$ cat src/hw/rtl/isl_pkg.sv
`timescale 1ns / 1ps
// ----------------------------------------------------------------------------
// isl_pkg: shared types and constants of the indexed sequence list
// Word formats, command and status codes, controller states and the
// command and status groups between controller and datapath.
// ----------------------------------------------------------------------------
package isl_pkg;

   // longest read-out, in result words
   localparam int RSP_MAX = 16;
   // width of the read-out index
   localparam int RIW = 4;

   // command codes
   typedef enum logic [1:0] {
      OP_APPEND = 2'd0,
      OP_INSERT = 2'd1,
      OP_REMOVE = 2'd2,
      OP_READ   = 2'd3
   } op_type;

   // status codes
   typedef enum logic [1:0] {
      STAT_OK    = 2'd0,
      STAT_FULL  = 2'd1,
      STAT_RANGE = 2'd2,
      STAT_EMPTY = 2'd3
   } status_type;

   // controller states
   typedef enum logic {
      STATE_IDLE = 1'b0,
      STATE_READ = 1'b1
   } state_type;

   // request word
   typedef struct packed {
      logic [1:0]         cmd;
      logic signed [31:0] value;
      logic [4:0]         position;
   } req_word_type;

   // response word
   typedef struct packed {
      logic signed [31:0] item_value;
      logic [RIW-1:0]     item_index;
      logic [1:0]         status;
      logic               last;
   } rsp_word_type;

   // controller to datapath
   typedef struct packed {
      logic accept;
      logic read_step;
   } ctrl_cmd_type;

   // datapath to controller
   typedef struct packed {
      logic list_empty;
      logic read_last;
   } dp_status_type;

endpackage

$ cat src/hw/rtl/isl_ctrl.sv
`timescale 1ns / 1ps
// ----------------------------------------------------------------------------
// isl_ctrl: command sequencer
// Accepts request words while idle and steps the datapath through a
// read-out, one response word per cycle.
// ----------------------------------------------------------------------------
module isl_ctrl (
   input  logic                   clock,
   input  logic                   reset,
   input  logic                   start,
   input  logic [1:0]             req_cmd,
   input  isl_pkg::dp_status_type dp_status,
   output logic                   busy,
   output isl_pkg::ctrl_cmd_type  ctrl_cmd
);
   import isl_pkg::*;

   state_type state_ff;
   state_type state_in;
   logic      accept;

   assign accept = start && (state_ff == STATE_IDLE);

   // next state
   always_comb begin
      state_in = state_ff;
      unique case (state_ff)
         STATE_IDLE: begin
            if (accept && (op_type'(req_cmd) == OP_READ) && !dp_status.list_empty) begin
               state_in = STATE_READ;
            end
         end
         STATE_READ: begin
            if (dp_status.read_last) begin
               state_in = STATE_IDLE;
            end
         end
         default: state_in = STATE_IDLE;
      endcase
   end

   // outputs
   always_comb begin
      busy               = 1'b0;
      ctrl_cmd.accept    = 1'b0;
      ctrl_cmd.read_step = 1'b0;
      unique case (state_ff)
         STATE_IDLE: begin
            ctrl_cmd.accept = start;
         end
         STATE_READ: begin
            busy               = 1'b1;
            ctrl_cmd.read_step = 1'b1;
         end
         default: busy = 1'b0;
      endcase
   end

   // state register
   always_ff @(posedge clock) begin
      if (reset) begin
         state_ff <= STATE_IDLE;
      end else begin
         state_ff <= state_in;
      end
   end

`ifndef SYNTHESIS
   // a read-out never starts on an empty list
   assert property (@(posedge clock) disable iff (reset)
      (state_ff == STATE_IDLE) && (state_in == STATE_READ) |-> !dp_status.list_empty)
      else $error("read-out started on empty list");

   // read-out ends right after its last step
   assert property (@(posedge clock) disable iff (reset)
      ctrl_cmd.read_step && dp_status.read_last |=> (state_ff == STATE_IDLE))
      else $error("read-out did not end after last word");

   // no word is accepted while stepping a read-out
   assert property (@(posedge clock) disable iff (reset)
      !(ctrl_cmd.accept && ctrl_cmd.read_step))
      else $error("accept during read-out");
`endif

endmodule

$ cat src/hw/rtl/isl_datapath.sv
`timescale 1ns / 1ps
// ----------------------------------------------------------------------------
// isl_datapath: list cells, entry count and response register
// Append, insert and remove shift all cells in parallel;
// read-out selects one cell per cycle by the read index.
// ----------------------------------------------------------------------------
module isl_datapath #(
   parameter int DEPTH = 16
) (
   input  logic                   clock,
   input  logic                   reset,
   input  isl_pkg::ctrl_cmd_type  ctrl_cmd,
   input  isl_pkg::req_word_type  req_word,
   output isl_pkg::dp_status_type dp_status,
   output logic                   rsp_strobe,
   output isl_pkg::rsp_word_type  rsp_word
);
   import isl_pkg::*;

   localparam int CW = $clog2(DEPTH + 1);
   localparam int IW = $clog2(DEPTH);
   localparam int EW = (CW > 5) ? CW : 5;

   logic signed [31:0] cell_ff [DEPTH];
   logic signed [31:0] cell_in [DEPTH];
   logic [CW-1:0]      count_ff;
   logic [CW-1:0]      count_in;
   logic [RIW-1:0]     rd_idx_ff;
   logic [RIW-1:0]     rd_idx_in;
   logic [RIW-1:0]     rd_end_ff;
   logic [RIW-1:0]     rd_end_in;
   logic               rsp_strobe_ff;
   logic               rsp_strobe_in;
   rsp_word_type       rsp_word_ff;
   rsp_word_type       rsp_word_in;

   logic [EW-1:0]      ext_count;
   logic [EW-1:0]      ext_pos;
   logic [EW-1:0]      ins_pos;
   logic               list_full;
   logic               list_empty;
   logic               read_last;
   op_type             op;
   status_type         stat;

   // list state flags
   always_comb begin
      ext_count  = EW'(count_ff);
      ext_pos    = EW'(req_word.position);
      list_full  = (count_ff == CW'(DEPTH));
      list_empty = (count_ff == '0);
      read_last  = (rd_idx_ff == rd_end_ff);
      op         = op_type'(req_word.cmd);
      ins_pos    = (op == OP_APPEND) ? ext_count : ext_pos;
   end

   assign dp_status.list_empty = list_empty;
   assign dp_status.read_last  = read_last;

   // command execution and response word
   always_comb begin
      cell_in                = cell_ff;
      count_in               = count_ff;
      rd_idx_in              = rd_idx_ff;
      rd_end_in              = rd_end_ff;
      stat                   = STAT_OK;
      rsp_strobe_in          = 1'b0;
      rsp_word_in.item_value = '0;
      rsp_word_in.item_index = '0;
      rsp_word_in.status     = STAT_OK;
      rsp_word_in.last       = 1'b1;

      if (ctrl_cmd.accept) begin
         unique case (op) inside
            OP_APPEND, OP_INSERT: begin
               rsp_strobe_in = 1'b1;
               if (list_full) begin
                  stat = STAT_FULL;
               end else if (ins_pos > ext_count) begin
                  stat = STAT_RANGE;
               end else begin
                  for (int i = 1; i < DEPTH; i++) begin
                     if (EW'(i) > ins_pos) begin
                        cell_in[i] = cell_ff[i-1];
                     end
                  end
                  for (int i = 0; i < DEPTH; i++) begin
                     if (EW'(i) == ins_pos) begin
                        cell_in[i] = req_word.value;
                     end
                  end
                  count_in = CW'(count_ff + 1'b1);
               end
            end
            OP_REMOVE: begin
               rsp_strobe_in = 1'b1;
               if (list_empty) begin
                  stat = STAT_EMPTY;
               end else if (ext_pos >= ext_count) begin
                  stat = STAT_RANGE;
               end else begin
                  for (int i = 0; i < DEPTH - 1; i++) begin
                     if (EW'(i) >= ext_pos) begin
                        cell_in[i] = cell_ff[i+1];
                     end
                  end
                  count_in = CW'(count_ff - 1'b1);
               end
            end
            OP_READ: begin
               if (list_empty) begin
                  rsp_strobe_in = 1'b1;
                  stat          = STAT_EMPTY;
               end else begin
                  rd_idx_in = '0;
                  if (ext_count >= EW'(RSP_MAX)) begin
                     rd_end_in = RIW'(RSP_MAX - 1);
                  end else begin
                     rd_end_in = RIW'(ext_count - 1'b1);
                  end
               end
            end
            default: stat = STAT_OK;
         endcase
         rsp_word_in.status = stat;
      end else if (ctrl_cmd.read_step) begin
         rsp_strobe_in          = 1'b1;
         rsp_word_in.item_value = cell_ff[IW'(rd_idx_ff)];
         rsp_word_in.item_index = rd_idx_ff;
         rsp_word_in.status     = STAT_OK;
         rsp_word_in.last       = read_last;
         rd_idx_in              = RIW'(rd_idx_ff + 1'b1);
      end
   end

   // control registers
   always_ff @(posedge clock) begin
      if (reset) begin
         count_ff      <= '0;
         rsp_strobe_ff <= 1'b0;
      end else begin
         count_ff      <= count_in;
         rsp_strobe_ff <= rsp_strobe_in;
      end
   end

   // payload registers
   always_ff @(posedge clock) begin
      cell_ff     <= cell_in;
      rd_idx_ff   <= rd_idx_in;
      rd_end_ff   <= rd_end_in;
      rsp_word_ff <= rsp_word_in;
   end

   assign rsp_strobe = rsp_strobe_ff;
   assign rsp_word   = rsp_word_ff;

`ifndef SYNTHESIS
   // entry count never exceeds the list depth
   assert property (@(posedge clock) disable iff (reset)
      EW'(count_ff) <= EW'(DEPTH))
      else $error("entry count above depth");

   // read-out words come back to back until the last one
   assert property (@(posedge clock) disable iff (reset)
      rsp_strobe_ff && !rsp_word_ff.last |=> rsp_strobe_ff)
      else $error("gap inside read-out");

   // read index stays below the entry count
   assert property (@(posedge clock) disable iff (reset)
      ctrl_cmd.read_step |-> (EW'(rd_idx_ff) < ext_count))
      else $error("read index beyond list");

   // a successful append grows the list by one
   assert property (@(posedge clock) disable iff (reset)
      ctrl_cmd.accept && (op == OP_APPEND) && !list_full
      |=> count_ff == CW'($past(count_ff) + 1'b1))
      else $error("append did not grow list");
`endif

endmodule

$ cat src/hw/rtl/indexed_sequence_list_core.sv
`timescale 1ns / 1ps
// ----------------------------------------------------------------------------
// indexed_sequence_list_core: ordered list of signed 32-bit values
// Append, insert at position, remove at position and full read-out, with
// full, out-of-range and empty status on each response word.
// ----------------------------------------------------------------------------
//
//  channel   ports                      handshake
//  -------   ------------------------   ---------------------------------
//  request   start, busy, req_word      taken when start high, busy low
//  response  rsp_strobe, rsp_word       one strobe per word, no backpressure
//
//  append, insert and remove shift all list cells in parallel, and the
//  response word is registered and shows in the cycle after acceptance.
//  read-out emits min(count, 16) words at one per cycle, paced by the read
//  index that selects one cell per cycle; busy is high meanwhile.
//  the next request may be taken in the cycle that shows a response word.
//  reset clears the entry count, response strobe and sequencer; cells are not cleared.
//  the receiver cannot stall: every response word is taken as shown.
//
module indexed_sequence_list_core #(
   parameter int DEPTH = 16
) (
   input  logic                  clock,
   input  logic                  reset,
   input  logic                  start,
   output logic                  busy,
   input  isl_pkg::req_word_type req_word,
   output logic                  rsp_strobe,
   output isl_pkg::rsp_word_type rsp_word
);
   import isl_pkg::*;

   ctrl_cmd_type  ctrl_cmd;
   dp_status_type dp_status;

   // sequencer
   isl_ctrl u_ctrl (
      .clock     (clock),
      .reset     (reset),
      .start     (start),
      .req_cmd   (req_word.cmd),
      .dp_status (dp_status),
      .busy      (busy),
      .ctrl_cmd  (ctrl_cmd)
   );

   // cells and response register
   isl_datapath #(
      .DEPTH (DEPTH)
   ) u_datapath (
      .clock      (clock),
      .reset      (reset),
      .ctrl_cmd   (ctrl_cmd),
      .req_word   (req_word),
      .dp_status  (dp_status),
      .rsp_strobe (rsp_strobe),
      .rsp_word   (rsp_word)
   );

endmodule

$ cat config.mk
export PLATFORM = sky130hd
export DESIGN_NAME = indexed_sequence_list_core
export DESIGN_NICKNAME = d
export VERILOG_FILES = /design/src/hw/rtl/isl_pkg.sv /design/src/hw/rtl/isl_ctrl.sv /design/src/hw/rtl/isl_datapath.sv /design/src/hw/rtl/indexed_sequence_list_core.sv
export SDC_FILE = /design/constraint.sdc
export NUM_CORES = 1
export LEC_CHECK = 0
export ABC_AREA = 1
export CELL_PAD_IN_SITES_DETAIL_PLACEMENT = 2
export CELL_PAD_IN_SITES_GLOBAL_PLACEMENT = 2
export CORE_MARGIN = 2
export CORE_UTILIZATION = 35
export CTS_CLUSTER_DIAMETER = 200
export DETAILED_ROUTE_END_ITERATION = 16
export DONT_BUFFER_PORTS = 1
export MAX_ROUTING_LAYER = met4
export PLACE_DENSITY = 0.86
export SYNTH_ARGS = -nofsm -noshare
export SYNTH_HDL_FRONTEND = slang
export SYNTH_SLANG_ARGS = --single-unit
export TNS_END_PERCENT = 1
$ cat constraint.sdc
create_clock -name clock -period 5.3 [get_ports clock]
set_input_delay 0.265 -clock clock [delete_from_list [all_inputs] [get_ports clock]]
set_output_delay 0.265 -clock clock [all_outputs]
set_load 0.01 [all_outputs]
==> run summary <==
status - finished clean
grt ovf - 0
Root Buffer - clkbuf_16
r2r setup slk - 1290 ps
Post-Route WL - 148 mm
die height - 309 µm
pwr dens - 358 nW/µm²
Placer Congestion - 0.852
Setup Total Neg Slack - 0 ps
Setup WS post-layout - 1290 ps
ANT nets after route - 0
largest net degree at the start of global routing - 208
Clk Latency, worst-skew pair - 630 ps
Via density - 6.11
Pleak - 0.0151 µW
initial core utilization - 35.4%
hold depth - 2
Post-CTS Setup Repair Bufs - 0
post-synthesis sequential area ratio - 50.7%
crit path DAT - 4280 ps
initial antenna violation count - 8
top-area cell type share of the netlist area - 47.9%
RSZ-0062 raised after global routing - no
Hold Fails Final Rpt - 0
largest cells by area after synthesis - edfxtp_1 48%, nand2_1 13%, o21ai_0 9.0%
chip width - 309 µm
worst reg2reg endpoint - u_datapath.cell_ff[263]
Synth Register Bits - 566
residual DRC count - 0
worst-margin pin slew - 1300 ps
final slew viol count - 0
Final Critical Period - 4010 ps
max_cap viols - 0
FP Rows - 111
Syn Area/Cell - 7.92 µm²
worst-path fanout max - 19
vias - 32200
CP endpoint kind - flop
Post-Syn Instances - 4119
GRT Total Usage - 31.6%
WL/cell - 28.1 µm
Total Die Area - 95700 µm²
synth unique cells - 32
period utilisation layout - 75.7%
CP Data Required Time - 5570 ps
filler cell count in the final layout - 10400
Post-Syn Area - 32600 µm²
VDD IR-drop max - 0.319 mV
setup violators final - 0
proportion of layout cells with a drive suffix above 1 - 4.85%
vias in the first global route - 34700
post-DP HPWL - 80.8 mm
f_max - 0.249 GHz
Final Hold Slack - 12.0 ps
worst setup path endpoint - u_datapath.cell_ff[263]
Reg2Reg Depth - 11
total CTS buffers - 69
IO buf count - 0
Max clock buf depth - 3
critical path startpoint - u_datapath.count_ff[4]
first-pass GRT wire length - 220 mm
nets - 4023
CP Class - flop to flop
core area - 92100 µm²
cell taking the most area after synthesis - edfxtp_1
worst r2r src - u_datapath.count_ff[4]
initial drt markers - 3488
H-Tree Level Count - 3
First-pass DRT Iterations - 5
max_slew headroom - 12.9%
clock slew at reported path FFs - 70 ps
Hold Crit Class - primary input to flop
CTS sink cnt - 566
Ys Warns - 0
pre-CTS setup slack - 1180 ps
CTS tree - yes
Area Growth Syn to Fin - 11.0%
Synth Net Count - 4175
I/O pin count - 83
startpoint types - flop
skew final - 21.7 ps
[how the worst min path moves through the flow]
stage	from	end	slack, ps
floorplan	reset	u_ctrl.state_ff	330
global placement	reset	u_datapath.rsp_strobe	340
detailed placement	reset	u_ctrl.state_ff	340
CTS	req_word[17]	u_datapath.cell_ff[428]	2
global route	req_word[36]	u_datapath.cell_ff[447]	0.5
finish	req_word[36]	u_datapath.cell_ff[447]	10
[worst max-delay path, cell delays in order, from the launching register on]
cell and delay (ps):
dfxtp_1 460, nand2_1 90, o21ai_1 260, ha_1 340, nand2_1 100, nor2_1 70, nand2_1 60, nand3_1 120
nand3_1 210, nand4_1 610, nor2_4 780, buf_4 540
[synth_stat cells, drive strengths merged]
cell / instances
xor2: 4
a22oi: 1
buf: 76
nor4: 1
nand4: 7
clkinv: 4
a21oi: 205
or2: 1
o21ai: 693
xnor2: 6
dfxtp: 46
nor3: 5
a31oi: 2
o211ai: 96
nand3: 226
inv: 453
nor2: 88
clkbuf: 238
nand2: 1164
o22ai: 268
edfxtp: 520
nor3b: 1
ha: 14
[per-stage QoR]
step | cells | utilization [%] | total power, µW | area [µm²]
floorplan | 4119 | - | 7180 | 32600
global placement | 5102 | 36.6 | 7980 | 33700
detailed placement | 5102 | 36.6 | 8140 | 33700
CTS | 5260 | 39.3 | 12900 | 36200
global route | 5270 | 39.3 | 13400 | 36200
finish | 5272 | 39.3 | 13000 | 36200
[metal layers]
metal | vias up | wire length (µm) | global-route usage (%)
li1 | 13900 | - | -
met1 | 16600 | 60100 | 39.7
met2 | 1433 | 70100 | 50.4
met3 | 349 | 11900 | 5.65
met4 | 0 | 6050 | 12.6
met5 | - | 0 | -
[flip-flops by register name, summed over array words and instances (netlist names)]
register               count
u_datapath.rd_idx_ff       4
u_ctrl.state_ff            1
u_datapath.count_ff        5
u_datapath.cell_ff       512
u_datapath.rsp_word       39
u_datapath.rsp_strobe      1
u_datapath.rd_end_ff       4
[repair_timing]
item / 4_1_cts / 5_1_grt
resized for setup: 0 / 0
endpoints found under the setup margin: 0 / 0
hold buffers: 37 / 0
endpoints found under the hold margin: 245 / 0
[area by class of cell]
| cell class | instances | area, µm² | share of cell area [%] |
|---|---|---|---|
| Sequential cell | 566 | 16500 | 45.7 |
| Multi-Input combinational cell | 2782 | 13400 | 36.9 |
| Clock buffer | 95 | 1950 | 5.38 |
| Inverter | 457 | 1730 | 4.78 |
| Tap cell | 1243 | 1560 | 4.29 |
| Timing Repair Buffer | 91 | 876 | 2.42 |
| Clock inverter | 26 | 183 | 0.504 |
| Antenna cell | 12 | 30.0 | 0.0829 |
[cell usage in the layout, fill, tap and decap left out, types with 6 or more instances in the layout]
| cell type | count |
|---|---|
| clkinv_2 | 7 |
| xnor2_1 | 6 |
| nand3_1 | 224 |
| clkbuf_16 | 73 |
| dfxtp_1 | 46 |
| nor2_1 | 71 |
| dlygate4sd3_1 | 37 |
| o21ai_1 | 104 |
| edfxtp_1 | 520 |
| nand2_1 | 1153 |
| nand2_4 | 9 |
| clkbuf_1 | 18 |
| clkinv_1 | 12 |
| inv_1 | 446 |
| inv_2 | 8 |
| buf_4 | 46 |
| a21oi_1 | 205 |
| ha_1 | 14 |
| o21ai_0 | 587 |
| nand4_1 | 7 |
| o22ai_1 | 268 |
| nor2_4 | 16 |
| buf_12 | 8 |
| o211ai_1 | 96 |
| diode_2 | 12 |
[kinds of logic after synthesis]
kind of cell,synth area share [%]
AO/OA/AOI/OAI,21.2
XOR/XNOR,0.268
adder cells (fa/ha/maj),0.537
buffers and inverters,9.06
flip-flops,50.7
AND/OR/NAND/NOR,18.2
[power by group]
part / internal [µW] / switching (µW) / total (µW)
sequential: 5370 / 176 / 5550
clock: 2670 / 2100 / 4770
combinational: 693 / 1970 / 2670
Note: power is estimated with default switching activity, not from simulation.
